==> src/rtl/core/binned_robust_averager_assert.svh <==
// Assertion macros for the binned robust averager.
// Depends on a clock named clk and an active-low reset named arst_n in the including scope.
`ifndef BINNED_ROBUST_AVERAGER_ASSERT_SVH
`define BINNED_ROBUST_AVERAGER_ASSERT_SVH
`ifndef ASSERT_OFF
// A condition that must hold at every clock edge outside reset.
`define BRA_ASSERT(lbl, cond, msg) lbl: assert property (@(posedge clk) disable iff (!arst_n) \
	(cond)) else $error(msg);
// A condition that must hold whenever its antecedent holds.
`define BRA_IMPLY(lbl, ante, cons, msg) lbl: assert property (@(posedge clk) \
	disable iff (!arst_n) (ante) |-> (cons)) else $error(msg);
`else
`define BRA_ASSERT(lbl, cond, msg)
`define BRA_IMPLY(lbl, ante, cons, msg)
`endif
`endif

==> src/rtl/core/bra_pkg.sv <==
// Shared types, constants and helpers of the binned robust averager.
// No dependencies; the front, queue, back and top files of the block import this package.
package bra_pkg;

	// Grid and bin geometry, given as powers of two.
	localparam int X_W = 1;
	localparam int Y_W = 4;
	localparam int Z_W = 10;
	localparam int DEPTH_LOG = 4;
	localparam int BIN_DEPTH = 1 << DEPTH_LOG;
	localparam int BIN_W = X_W + Y_W + Z_W;
	localparam int NUM_BINS = 1 << BIN_W;
	localparam int ADDR_W = BIN_W + DEPTH_LOG;
	localparam int IDX_W = DEPTH_LOG;
	localparam int CNT_W = DEPTH_LOG + 1;
	localparam int SMP_W = 24;
	localparam int SUM_W = SMP_W + DEPTH_LOG;
	localparam int STEP_W = $clog2(SUM_W);

	// Queue between the front and the back.
	localparam int QDEPTH = 2;
	localparam int QPTR_W = 1;
	localparam int QCNT_W = 2;

	// Window constants of the median and the robust mean.
	localparam int MEDIAN_DIV = 2;
	localparam int ROBUST_DIV = 4;
	localparam int ROBUST_MUL = 3;

	localparam logic signed [SMP_W-1:0] SMP_MAX = {1'b0, {(SMP_W-1){1'b1}}};

	// Command codes.
	localparam logic [2:0] CMD_ADD = 3'd0;
	localparam logic [2:0] CMD_MEAN = 3'd1;
	localparam logic [2:0] CMD_MEDIAN = 3'd2;
	localparam logic [2:0] CMD_ROBUST = 3'd3;
	localparam logic [2:0] CMD_CLEAR = 3'd4;

	// Status codes.
	localparam logic [1:0] ST_OK = 2'd0;
	localparam logic [1:0] ST_FULL = 2'd1;
	localparam logic [1:0] ST_EMPTY = 2'd2;

	typedef struct packed {
		logic [2:0] cmd;
		logic bin_x;
		logic [3:0] bin_y;
		logic [9:0] bin_z;
		logic signed [23:0] sample_value;
	} req_t;

	typedef struct packed {
		logic signed [23:0] result_value;
		logic [4:0] sample_count;
		logic [1:0] status;
	} rsp_t;

	// One classified command as it travels from the front to the back.
	typedef struct packed {
		logic [2:0] cmd;
		logic [BIN_W-1:0] bin;
		logic [CNT_W-1:0] n;
		logic [1:0] status;
		logic signed [SMP_W-1:0] sample;
	} op_t;

	typedef struct packed {
		logic full;
		logic empty;
	} q_stat_t;

	// Wrap each coordinate to its grid dimension and form the flat bin index.
	function automatic logic [BIN_W-1:0] bin_index(input logic x, input logic [3:0] y,
			input logic [9:0] z);
		logic [31:0] xs;
		logic [31:0] ys;
		logic [31:0] zs;
		xs = 32'(x) & ((32'd1 << X_W) - 32'd1);
		ys = 32'(y) & ((32'd1 << Y_W) - 32'd1);
		zs = 32'(z) & ((32'd1 << Z_W) - 32'd1);
		return BIN_W'((xs << (Y_W + Z_W)) | (ys << Z_W) | zs);
	endfunction

endpackage

==> src/rtl/core/bra_queue.sv <==
// Short queue of classified commands between the front and the back.
// Depends on bra_pkg.
module bra_queue (
	input logic clk,
	input logic arst_n,
	input logic push,
	input bra_pkg::op_t op_in,
	input logic pop,
	output bra_pkg::op_t op_out,
	output bra_pkg::q_stat_t stat
);
	import bra_pkg::*;

	op_t entry_q [QDEPTH];
	logic [QPTR_W-1:0] wr_ptr_q;
	logic [QPTR_W-1:0] rd_ptr_q;
	logic [QCNT_W-1:0] cnt_q;

	assign stat.full = (cnt_q == QCNT_W'(QDEPTH));
	assign stat.empty = (cnt_q == '0);
	assign op_out = entry_q[rd_ptr_q];

	// Pointers and fill level.
	always_ff @(posedge clk or negedge arst_n) begin
		if (!arst_n) begin
			wr_ptr_q <= '0;
			rd_ptr_q <= '0;
			cnt_q <= '0;
		end else begin
			if (push) begin
				wr_ptr_q <= wr_ptr_q + 1'b1;
			end
			if (pop) begin
				rd_ptr_q <= rd_ptr_q + 1'b1;
			end
			if (push && !pop) begin
				cnt_q <= cnt_q + 1'b1;
			end else if (pop && !push) begin
				cnt_q <= cnt_q - 1'b1;
			end
		end
	end

	// Entry storage.
	always_ff @(posedge clk) begin
		if (push) begin
			entry_q[wr_ptr_q] <= op_in;
		end
	end

endmodule

==> config.mk <==
export PLATFORM = sky130hd
export DESIGN_NAME = bra_queue
export DESIGN_NICKNAME = d
export VERILOG_FILES = /design/src/rtl/core/binned_robust_averager_assert.svh /design/src/rtl/core/bra_pkg.sv /design/src/rtl/core/bra_queue.sv
export SDC_FILE = /design/constraint.sdc
export NUM_CORES = 1
export LEC_CHECK = 0
export BUFFER_PORTS_ARGS = -buffer_cell sky130_fd_sc_hd__buf_4
export CELL_PAD_IN_SITES_DETAIL_PLACEMENT = 0
export CELL_PAD_IN_SITES_GLOBAL_PLACEMENT = 1
export CORE_MARGIN = 2
export CORE_UTILIZATION = 44
export DETAILED_ROUTE_END_ITERATION = 8
export GPL_TIMING_DRIVEN = 0
export PLACE_DENSITY = 0.76
export SLEW_MARGIN = 0
export SYNTH_ARGS = -nofsm -noshare
export SYNTH_HDL_FRONTEND = slang
export SYNTH_SLANG_ARGS = --single-unit
==> constraint.sdc <==
create_clock -name clk -period 3.6 [get_ports clk]
set_input_delay 0.54 -clock clk [delete_from_list [all_inputs] [get_ports clk]]
set_output_delay 0.54 -clock clk [all_outputs]
set_load 0.005 [all_outputs]
Yosys cells after proc, flatten, opt, wreduce, memory -nomap -nowiden

Memories as Yosys holds them, arrays and structs flattened.
Index checks and enable logic that the tools add are counted.

Multiplexer cells: 4
Add/sub/neg operators: 4
Eq/ne operators: 1
Reduce and logical (&&, ||, !) cells: 6

Operators with widths:

| kind                                              | number |
|---|---|
| 2-to-1 mux 2 bit                                  | 2 |
| adder 1 bit (second input constant)               | 2 |
| adder 2 x 1 -> 2 bit (second input constant)      | 1 |
| == test 2 bit (second input constant)             | 1 |
| logical AND 1 bit                                 | 2 |
| zero test 1 bit                                   | 2 |
| zero test 2 bit                                   | 1 |
| 2-to-1 mux 1 bit                                  | 2 |
| nonzero test 2 bit                                | 1 |
| subtractor 2 x 1 -> 2 bit (second input constant) | 1 |

Input port bits: 53
Memories kept: 1
Memory bits (writable): 98
Bits in registers: 4
Word-level logic and storage cells: 19
Output and inout bits: 51

Memory list:

| memory  | depth | width | rd ports | clocked after Yosys merged registers in | wr ports | RTL line        | text |
|---|---|---|---|---|---|---|---|
| entry_q | 2     | 49    | 1        | 0                                       | 1        | bra_queue.sv:14 | `op_t entry_q [QDEPTH];` |

Longest topological paths before layout

Gate-level depths: netlist of the first run.

Depth in word-level cells: 4
Mapped depth: 5
Gate-level depth less buffers: 5

Least setup slack after synthesis of the first run

Ideal clock, no wire load.

Path kind: input port to flip-flop
Start: input push
End: memory entry_q[0][0] in the netlist's numbering (enable)
Library setup time: 0.462 ns
Stages: 1
Slack: 0.425 ns
Data required time: 3.138 ns
Arrival time: 2.714 ns
Path buffers: 0
Cells stage by stage: nor2b_1

Word-level cells in the longest chain between the ends: 2

Ends and longest elaborated chain:

| element                                | RTL line        | text |
|---|---|---|
| start: declaration                     | bra_queue.sv:6  | `input logic push,` |
| 2-to-1 mux 1 bit                       | bra_queue.sv:46 | `if (push) begin` |
| 2-to-1 mux 1 bit (implied by the code) | bra_queue.sv:47 | `entry_q[wr_ptr_q] <= op_in;` |
| end: declaration                       | bra_queue.sv:14 |  |

No other way between the ends.

==> results of run 1 <==
repair_timing:
item,CTS,global route
setup endpoints to repair,0,0
hold endpoints to repair,4,0
hold buffers,1,0
through the flow:
stage / power [mW] / cells / setup TNS [ns]
finish: 3.75 / 399 / 0
global route: 3.95 / 399 / 0
CTS: 3.81 / 399 / 0
detailed placement: 3.09 / 382 / 0
global placement: 3.07 / 380 / -50.48
floorplan: 2.52 / 169 / 0
synthesized netlist by cell type (all sizes together):
cell type	instances	share of area, %
and2	1	0.16
buf	6	2.8
dfrtp	4	2.5
edfxtp	98	74
ha	1	0.31
inv	1	0.094
mux2	49	19
nor2	2	0.19
nor2b	2	0.31
xnor2	1	0.22
xor2	4	0.88
where the power goes:
group	internal (mW)	leakage [nW]	total (mW)	switching, mW
logic	0.868	1.02	1.39	0.526
registers	1.58	0.966	1.64	0.0675
clock network	0.345	0.101	0.712	0.366
total	2.79	2.09	3.75	0.960
worst paths after layout:
check / from / to / slack, ns / depth (start not counted)
min reg2reg: cnt_q[1]$_DFFE_PN0P_ / cnt_q[1]$_DFFE_PN0P_ / 0.49 / 1
max reg2reg: wr_ptr_q$_DFFE_PN0P_ / entry_q[1][43]$_DFFE_PP_ / 1.97 / 2
max in group asynchronous: arst_n / rd_ptr_q$_DFFE_PN0P_ / 2.99 / 2
max: rd_ptr_q$_DFFE_PN0P_ / op_out[14] / 1.59 / 4
min: pop / rd_ptr_q$_DFFE_PN0P_ / 0.37 / 2
min in group asynchronous: arst_n / cnt_q[1]$_DFFE_PN0P_ / 0.51 / 2
layer usage:
metal,GRT usage (%),vias to the layer above
li1,-,888
met1,17.3,897
met2,20.0,74
met3,4.68,5
met4,4.43,0
met5,0,-
flip-flops by register name, summed over array words and instances, names as in the netlist:
register  cells
cnt_q         2
entry_q      98
rd_ptr_q      1
wr_ptr_q      1
critical path, stage by stage, from the launching register on:
cell and delay (ns):
dfrtp_1 0.38, buf_6 0.15, buf_12 0.15, mux2_4 0.30, buf_4 0.14
layout make-up:
type                       instances  area [µm²]  area share (%)
buffer                             6         111            2.16
clock buffer                      12         145            2.82
clock inverter                     4        56.3            1.09
inverter                           1        3.75          0.0730
multi-input combinational         60         827            16.1
sequential                       102        3040            59.1
tap                              108         135            2.63
timing repair buffer             106         823            16.0
cells by family (layout without fill, tap and decap cells):
logic type	count (synthesis)	after routing	synth area share (%)
xor gates and xnor gates	5	5	1.10
and+or+nand+nor	5	5	0.661
muxes	49	49	18.5
adders and majority gates	1	1	0.315
DFF	102	102	76.5
buffers and inverters	7	129	2.89
==> metrics.yaml, run 1 <==
global_route:
  grt_overflow: 0
  grt_pass1_wl_mm: 9.77
  grt_pass1_vias: 1966
  antenna_found_initial: 0
  grtUsageTotal_pct: 13.0
  grt_max_degree: 32
placement:
  dp_hpwl_mm: 4.26
  port_buffers: 103
  dpl_cell_area_um2: 4930
  place_congestion: 0.703
  pre_cts_slack_ns: 1.75
cts:
  postCtsResizedCells: 0
  cts_setup_buffers: 0
  clockBufferDepth: 2
  cts.clk_slew.worst_paths_ns: 0.09
  htreeDepth: 3
  clock-sinks: 102
  numCtsBuffers: 9
  cts_tree: "yes"
  cts-root-buf: "clkbuf_8"
  clock_latency_ns: 0.35
synth:
  yosys_warnings: 0
  synth_cells: 169
  ys_seq_area_share_pct: 76.5
  ys_types: 12
  ys_ff_latch: 102
  synthesis.area_um2: 3980
  synth.avg_cell_area_um2: 23.5
  syn-num-nets: 223
final_layout:
  layout_commonest_cell: "buf_4"
  nets: 340
  diodes: 0
  final_cell_mix: "103 x buf_4, 98 x edfxtp_1, 49 x mux2_4"
  post-route-util_pct: 58.7
  n_fill_cell: 663
  area_growth_pct: 29.4
  drive_gt1_share_pct: 60.5
  fin_area_um2: 5140
floorplanning:
  die_x_um: 99.1
  initial_core_util_pct: 45.4
  die_y_um: 99.1
  pin_count: 104
  die_area_um2: 9810
  rows: 34
  coreArea_um2: 8760
timing:
  max_freq_ghz: 0.498
  hold_violations: 0
  whs_ns: 0.368
  min_period_over_period_pct: 55.8
  tightest_slew_ns: 0.663
  slew_headroom_pct: 55.8
  finalSetupViolCount: 0
  fin_crit_ns: 2.01
  fin_ws_ns: 1.59
  skew_ns: 0.0131
  drv_slew: 0
  grt_setup_unrepaired: "false"
outcome:
  outcome: "finished, final reports clean"
min_path:
  hp-class: "primary input to flip-flop"
run:
  maxCapViolCount: 0
setup_path:
  worst-setup-path-type: "flip-flop to output pin"
  crit_fanout: 10
  cp-end-kind: "output pin"
  crit_arrival_ns: 1.47
  cp-start-kind: "flip-flop"
  cp.required_ns: 3.06
power_and_ir_drop:
  p_leak_nw: 2.09
  power.density_nw_per_um2: 729
  peakVddDrop_uv: 320
detailed_routing:
  wl_per_cell_um: 15.6
  firstDrtPassIters: 4
  via_per_inst: 4.67
  drtIter0Drc: 74
  wl_met2_mm: 2.90
  wirelength_met1_mm: 2.73
  top_layer_used: "met4"
  drc_errors: 0
  vias: 1864
  wl_mm: 6.21
  wl_met3_um: 518
  drtAntennaViolNets: 0
No activity file was read; power rests on OpenSTA's default activity.
==> run 2, diff against run 1 <==
==> constraint.sdc (replaced) <==
create_clock -name clk -period 2.1 [get_ports clk]
set_input_delay 0.315 -clock clk [delete_from_list [all_inputs] [get_ports clk]]
set_output_delay 0.315 -clock clk [all_outputs]
set_load 0.005 [all_outputs]
==> run 2 against run 1 <==
  * Sequential power up 72%
  * Register-to-register slack worse by 1.4 ns
  * Flip-flop and latch count unchanged
  * Critical path depth unchanged
  * Sequential share of layout area down 0.13 points
  * Critical path type unchanged
  * Critical endpoint is now op_out[20]
  * Largest cell class unchanged
==> metrics.yaml, run 2 (same netlist as run 1, synthesis figures left out) <==
outcome:
  outcome: "finished, final reports clean"  # unchanged
final_layout:
  top_register: "entry_q"  # unchanged
  layout_commonest_cell: "buf_4"  # unchanged
  area_growth_pct: 29.7  # was 29.4%
  final_cell_mix: "103 x buf_4, 98 x edfxtp_1, 49 x mux2_4"  # unchanged
  final_cells: 399  # unchanged
  diodes: 0  # unchanged
  nets: 340  # unchanged
  largest_reg_flops: 98  # unchanged
  drive_gt1_share_pct: 60.1  # was 60.5%
  top_regs: "entry_q x98, cnt_q x2"  # unchanged
floorplanning:
  initial_core_util_pct: 45.4  # unchanged
  rows: 34  # unchanged
  die_y_um: 99.1  # unchanged
  coreArea_um2: 8760  # unchanged
  die_area_um2: 9810  # unchanged
  die_x_um: 99.1  # unchanged
  pin_count: 104  # unchanged
cts:
  cts_tree: "yes"  # unchanged
  htreeDepth: 3  # unchanged
  clock-sinks: 102  # unchanged
  postCtsResizedCells: 0  # unchanged
  clockBufferDepth: 2  # unchanged
  cts-root-buf: "clkbuf_8"  # unchanged
  numCtsBuffers: 9  # unchanged
  cts_setup_buffers: 0  # unchanged
  clock_latency_ns: 0.36  # was 0.35 ns
  cts.clk_slew.worst_paths_ns: 0.10  # was 0.09 ns
timing:
  whs_ns: 0.135  # was 0.368 ns
  fin_tns_setup_ns: 0  # unchanged
  finalSetupViolCount: 0  # unchanged
  tightest_slew_ns: 0.632  # was 0.663 ns
  skew_ns: 0.00977  # was 0.0131 ns
  drv_slew: 0  # unchanged
  fin_crit_ns: 1.79
  hold_violations: 0  # unchanged
  slew_headroom_pct: 57.8  # was 55.8%
  min_period_over_period_pct: 85.2
  grt_setup_unrepaired: "false"  # unchanged
  max_freq_ghz: 0.559
power_and_ir_drop:
  finalPower_mw: 6.50  # was 3.75 mW
  peakVddDrop_uv: 658  # was 320 µV
  power.density_nw_per_um2: 1260  # was 729 nW/µm²
  p_leak_nw: 2.10  # was 2.09 nW
detailed_routing:
  drtAntennaViolNets: 0  # unchanged
  firstDrtPassIters: 4  # unchanged
  drtIter0Drc: 45  # was 74
  wl_mm: 6.32  # was 6.21 mm
  via_per_inst: 4.64  # was 4.67
  vias: 1850  # was 1864
  wl_per_cell_um: 15.8  # was 15.6 µm
  drc_errors: 0  # unchanged
setup_path:
  cp-start-kind: "flip-flop"  # unchanged
  cp-end-kind: "output pin"  # unchanged
  worst-setup-path-type: "flip-flop to output pin"  # unchanged
  crit_arrival_ns: 1.47  # about the same
  crit_fanout: 10  # unchanged
  cp.required_ns: 1.78  # was 3.06 ns
placement:
  port_buffers: 103  # unchanged
  dp_hpwl_mm: 4.29  # was 4.26 mm
  place_congestion: 0.666  # was 0.703
  dpl.cell_count: 382  # unchanged
min_path:
  hp-class: "primary input to flip-flop"  # unchanged
global_route:
  grtUsageTotal_pct: 12.9  # was 13.0%
  grt_overflow: 0  # unchanged
  antenna_found_initial: 0  # unchanged
  grt_max_degree: 30  # was 32
  grt_pass1_vias: 1909  # was 1966
  grt_pass1_wl_mm: 9.49  # was 9.77 mm
run:
  maxCapViolCount: 0  # unchanged
-- run 2: path summary, 6_finish.rpt --
path / from / end / slack, ns / cells after the start
worst max register to register: wr_ptr_q$_DFFE_PN0P_ / entry_q[0][27]$_DFFE_PP_ / 0.53 / 2
worst min register to register: cnt_q[1]$_DFFE_PN0P_ / cnt_q[1]$_DFFE_PN0P_ / 0.51 / 1
worst min-delay path: op_in[31] / entry_q[1][31]$_DFFE_PP_ / 0.14 / 1
max in group asynchronous: arst_n / rd_ptr_q$_DFFE_PN0P_ / 1.72 / 2
worst max-delay path: rd_ptr_q$_DFFE_PN0P_ / op_out[20] / 0.31 / 4
min in group asynchronous: arst_n / cnt_q[0]$_DFFE_PN0P_ / 0.28 / 2
-- run 2: routing by layer --
metal  routed length (µm)  track usage, %  vias to the layer above
met2                 3260            22.3                       56
met4                  117            6.32                        0
met1                 2650            15.4                      896
li1                     -               -                      890
met5                    0               0                        -
met3                  287            2.41                        8
-- run 2: metrics by stage --
stage,util (%),cell area [µm²],setup WS (ns)
5_1_grt,58.8,5160,0.266
3_5_place_dp,56.3,4930,0.477
2_1_floorplan,-,3980,0.0896
3_3_place_gp,55.8,4890,-0.592
4_1_cts,58.8,5160,0.286
6_report,58.8,5160,0.312
-- run 2: cell type report --
class	count	area, µm²
buffer	6	111
clock buffer	10	128
clock inverter	6	85.1
fill	675	3610
inverter	1	3.75
multi-input combinational	60	827
sequential	102	3040
tap	108	135
timing repair buffer	106	823
-- run 2: power by group --
part | switching, mW | internal [mW]
Clock | 0.630 | 0.671
Sequential | 0.116 | 2.70
Combinational | 0.899 | 1.49
-- run 2: critical path, cell delays in order, from the launching register on --
cell     delay (ns)
dfrtp_1        0.38
buf_6          0.15
buf_12         0.15
mux2_4         0.30
buf_4          0.13
-- run 2: timing repair --
item                       in CTS  in global routing
setup endpoints to repair       0                  0
hold buffers                    1                  0
hold endpoints to repair        4                  0
==> run 3, diff against run 2 <==
--- a/config.mk
+++ b/config.mk
@@ -5,6 +5,7 @@
 export SDC_FILE = /design/constraint.sdc
 export NUM_CORES = 1
 export LEC_CHECK = 0
+export ABC_AREA = 1
 export BUFFER_PORTS_ARGS = -buffer_cell sky130_fd_sc_hd__buf_4
 export CELL_PAD_IN_SITES_DETAIL_PLACEMENT = 0
 export CELL_PAD_IN_SITES_GLOBAL_PLACEMENT = 1
==> run 3 against run 2 <==
  * Flip-flop and latch count unchanged
  * Non-clock buffer count unchanged
  * Hold slack better by 0.0023 ns
  * Critical path depth unchanged
  * Setup slack better by 0.0043 ns
  * Via count up 3.6%
  * Area after synthesis up 0.50%
  * Critical path type unchanged
  * Largest power group unchanged
==> metrics.yaml, run 3 <==
synth:
  synthesis.area_um2: 4000  # was 3980 µm²
  ys_ff_latch: 102  # unchanged
  synth_top_area_share_pct: 73.6  # was 74.0%
  async_reset_ff_share_pct: 3.92  # unchanged
  syn-num-nets: 232  # was 223
  yosys.area.top_type: "edfxtp_1"  # unchanged
  synth_cells: 178  # was 169
  ys.flop_type: "edfxtp_1"  # unchanged
  synth.avg_cell_area_um2: 22.5  # was 23.5 µm²
  ys_types: 13  # was 12
  ys_seq_area_share_pct: 76.1  # was 76.5%
  synth_edf_count: 98  # unchanged
  synth_most_common_cell: "edfxtp_1"  # unchanged
  ys_top_cells_by_area: "edfxtp_1 74%, mux2_4 18%, buf_12 2.5%"  # was edfxtp_1 74%, mux2_4 19%, buf_12 2.5%
  yosys_warnings: 0  # unchanged
  synth_common_cells: "98 x edfxtp_1, 49 x mux2_4, 7 x inv_1, 5 x buf_12, 5 x nand2_1"  # was 98 x edfxtp_1, 49 x mux2_4, 5 x buf_12, 4 x dfrtp_1, 4 x xor2_1
global_route:
  grt_overflow: 0  # unchanged
  grtUsageTotal_pct: 12.7  # was 12.9%
  grt-busiest-layer: "met2"  # unchanged
  grt_use_met3_pct: 3.44  # was 2.41%
  grt_pass1_wl_mm: 9.29  # was 9.49 mm
  grt_util_met2_pct: 19.5  # was 22.3%
  antenna_found_initial: 0  # unchanged
  grt_pass1_vias: 1894  # was 1909
  grt_max_degree: 27  # was 30
  use_met1_pct: 16.5  # was 15.4%
setup_path:
  cpMaxStageDelayCell: "dfrtp_1"  # unchanged
  cp-end-kind: "output pin"  # unchanged
  cp-start-kind: "flip-flop"  # unchanged
  cp.required_ns: 1.78  # about the same
  crit_fanout: 10  # unchanged
  crit_arrival_ns: 1.47  # about the same
  critPathMaxStageDelay_ns: 0.38  # about the same
  worst-setup-path-type: "flip-flop to output pin"  # unchanged
  crit_chain: "buf_6 -> buf_12 -> mux2_4 -> buf_4"  # unchanged
floorplanning:
  initial_core_util_pct: 45.6  # was 45.4%
  coreArea_um2: 8760  # unchanged
  die_y_um: 99.3  # was 99.1 µm
  die_x_um: 99.3  # was 99.1 µm
  die_area_um2: 9860  # was 9810 µm²
  rows: 34  # unchanged
  pin_count: 104  # unchanged
timing:
  fin_ws_ns: 0.316  # was 0.312 ns
  slew_headroom_pct: 49.3  # was 57.8%
  fin_crit_ns: 1.78  # was 1.79 ns
  tightest_slew_ns: 0.759  # was 0.632 ns
  grt_setup_unrepaired: "false"  # unchanged
  hold_violations: 0  # unchanged
  min_period_over_period_pct: 85.0  # was 85.2%
  drv_slew: 0  # unchanged
  skew_ns: 0.0110  # was 0.00977 ns
  max_freq_ghz: 0.561  # was 0.559 GHz
  finalSetupViolCount: 0  # unchanged
final_layout:
  final_cells: 408  # was 399
  diodes: 0  # unchanged
  layout_commonest_cell: "buf_4"  # unchanged
  drive_gt1_share_pct: 59.0  # was 60.1%
  area_growth_pct: 29.7  # about the same
  largest_reg_flops: 98  # unchanged
  top_regs: "entry_q x98, cnt_q x2"  # unchanged
  top_register: "entry_q"  # unchanged
  final_cell_mix: "103 x buf_4, 98 x edfxtp_1, 49 x mux2_4"  # unchanged
  nets: 349  # was 340
placement:
  dpl.cell_count: 391  # was 382
  pre_cts_slack_ns: 0.396  # was 0.477 ns
  dp_hpwl_mm: 4.26  # was 4.29 mm
  port_buffers: 103  # unchanged
  place_congestion: 0.677  # was 0.666
power_and_ir_drop:
  peakVddDrop_uv: 594  # was 658 µV
  power.density_nw_per_um2: 1260  # about the same
  p_clk_share_pct: 20.1  # was 20.0%
  swShare_pct: 25.3  # about the same
  p_leak_nw: 2.12  # was 2.10 nW
  finalPower_mw: 6.51  # was 6.50 mW
  p_int_mw: 4.86  # about the same
  switching_power_mw: 1.65  # was 1.64 mW
  seq_power_share_pct: 43.2  # was 43.3%
  power_frac_comb_pct: 36.7  # about the same
detailed_routing:
  via_per_inst: 4.70  # was 4.64
  wl_per_cell_um: 14.9  # was 15.8 µm
  wl_mm: 6.09  # was 6.32 mm
  drtIter0Drc: 47  # was 45
  drc_errors: 0  # unchanged
  drtAntennaViolNets: 0  # unchanged
  vias: 1916  # was 1850
  firstDrtPassIters: 4  # unchanged
cts:
  clock-sinks: 102  # unchanged
  clockBufferDepth: 2  # unchanged
  cts.clk_slew.worst_paths_ns: 0.10  # about the same
  numCtsBuffers: 9  # unchanged
  cts-root-buf: "clkbuf_8"  # unchanged
  postCtsResizedCells: 0  # unchanged
  clock_latency_ns: 0.35  # was 0.36 ns
  htreeDepth: 3  # unchanged
  cts_tree: "yes"  # unchanged
min_path:
  hp-class: "primary input to flip-flop"  # unchanged
run:
  maxCapViolCount: 0  # unchanged
outcome:
  outcome: "finished, final reports clean"  # unchanged
-- run 3: cell families (layout without fill, tap and decap cells) --
family | Yosys count | count (layout) | synth area share, %
buffers and inverters | 13 | 135 | 3.44
AND/OR/NAND/NOR | 10 | 10 | 1.03
XOR/XNOR | 3 | 3 | 0.658
multiplexers | 49 | 49 | 18.4
adder cells (fa/ha/maj) | 1 | 1 | 0.313
flip-flops | 102 | 102 | 76.1
-- run 3: area by class of cell --
cell class                      count  area [µm²]
Buffer                              6         111
Clock inverter                      6        92.6
Timing Repair Buffer              106         823
Clock buffer                       10         128
Tap cell                          108         135
Fill cell                         672        3580
Inverter                            7        26.3
Multi-Input combinational cell     63         823
Sequential cell                   102        3040
-- run 3: metrics by stage --
stage	TNS [ns]	hold WS, ns	utilization (%)	cell area (µm²)
global route	0	0.112	59.1	5180
detailed placement	0	0.115	56.5	4950
finish	0	0.137	59.1	5180
floorplan	0	0.0194	-	4000
global placement	-14.98	0.115	56.1	4910
CTS	0	0.117	59.1	5180
-- run 3: routing by layer --
metal | routed length (µm) | vias up | share of wire, %
li1 | - | 917 | -
met1 | 2580 | 917 | 42
met2 | 2970 | 71 | 49
met3 | 426 | 11 | 7.0
met4 | 116 | 0 | 1.9
met5 | 0 | - | 0
-- run 3: path summary, 6_finish.rpt --
check / cells past startpoint / to / start / slack [ns]
setup / recovery: 4 / op_out[12] / rd_ptr_q$_DFFE_PN0P_ / 0.32
hold / removal: 1 / entry_q[0][2]$_DFFE_PP_ / op_in[2] / 0.14
setup reg to reg: 2 / entry_q[0][4]$_DFFE_PP_ / wr_ptr_q$_DFFE_PN0P_ / 0.46
hold reg to reg: 2 / cnt_q[1]$_DFFE_PN0P_ / cnt_q[1]$_DFFE_PN0P_ / 0.51
max in group asynchronous: 2 / rd_ptr_q$_DFFE_PN0P_ / arst_n / 1.70
min in group asynchronous: 2 / cnt_q[1]$_DFFE_PN0P_ / arst_n / 0.29
-- run 3: timing repair --
item | 4_1_cts | 5_1_grt
hold buffers | 1 | 0
setup buffers | 0 | 0
endpoints found under the setup margin | 0 | 0
hold endpoints to repair | 4 | 0
-- run 3: worst max-delay path: cells and delay by family, from the launching register on --
family | cells | cell delay (ns)
multiplexers | 1 | 0.30
flip-flops | 1 | 0.38
buffers and inverters | 3 | 0.45
-- run 3: power groups by stage --
stage / registers (mW) / logic [mW] / clock network, mW
2_1_floorplan: 2.84 / 1.48 / 0
3_3_place_gp: 2.87 / 2.38 / 0
3_5_place_dp: 2.87 / 2.44 / 0
4_1_cts: 2.82 / 2.45 / 1.36
5_1_grt: 2.85 / 2.57 / 1.44
6_report: 2.81 / 2.39 / 1.31
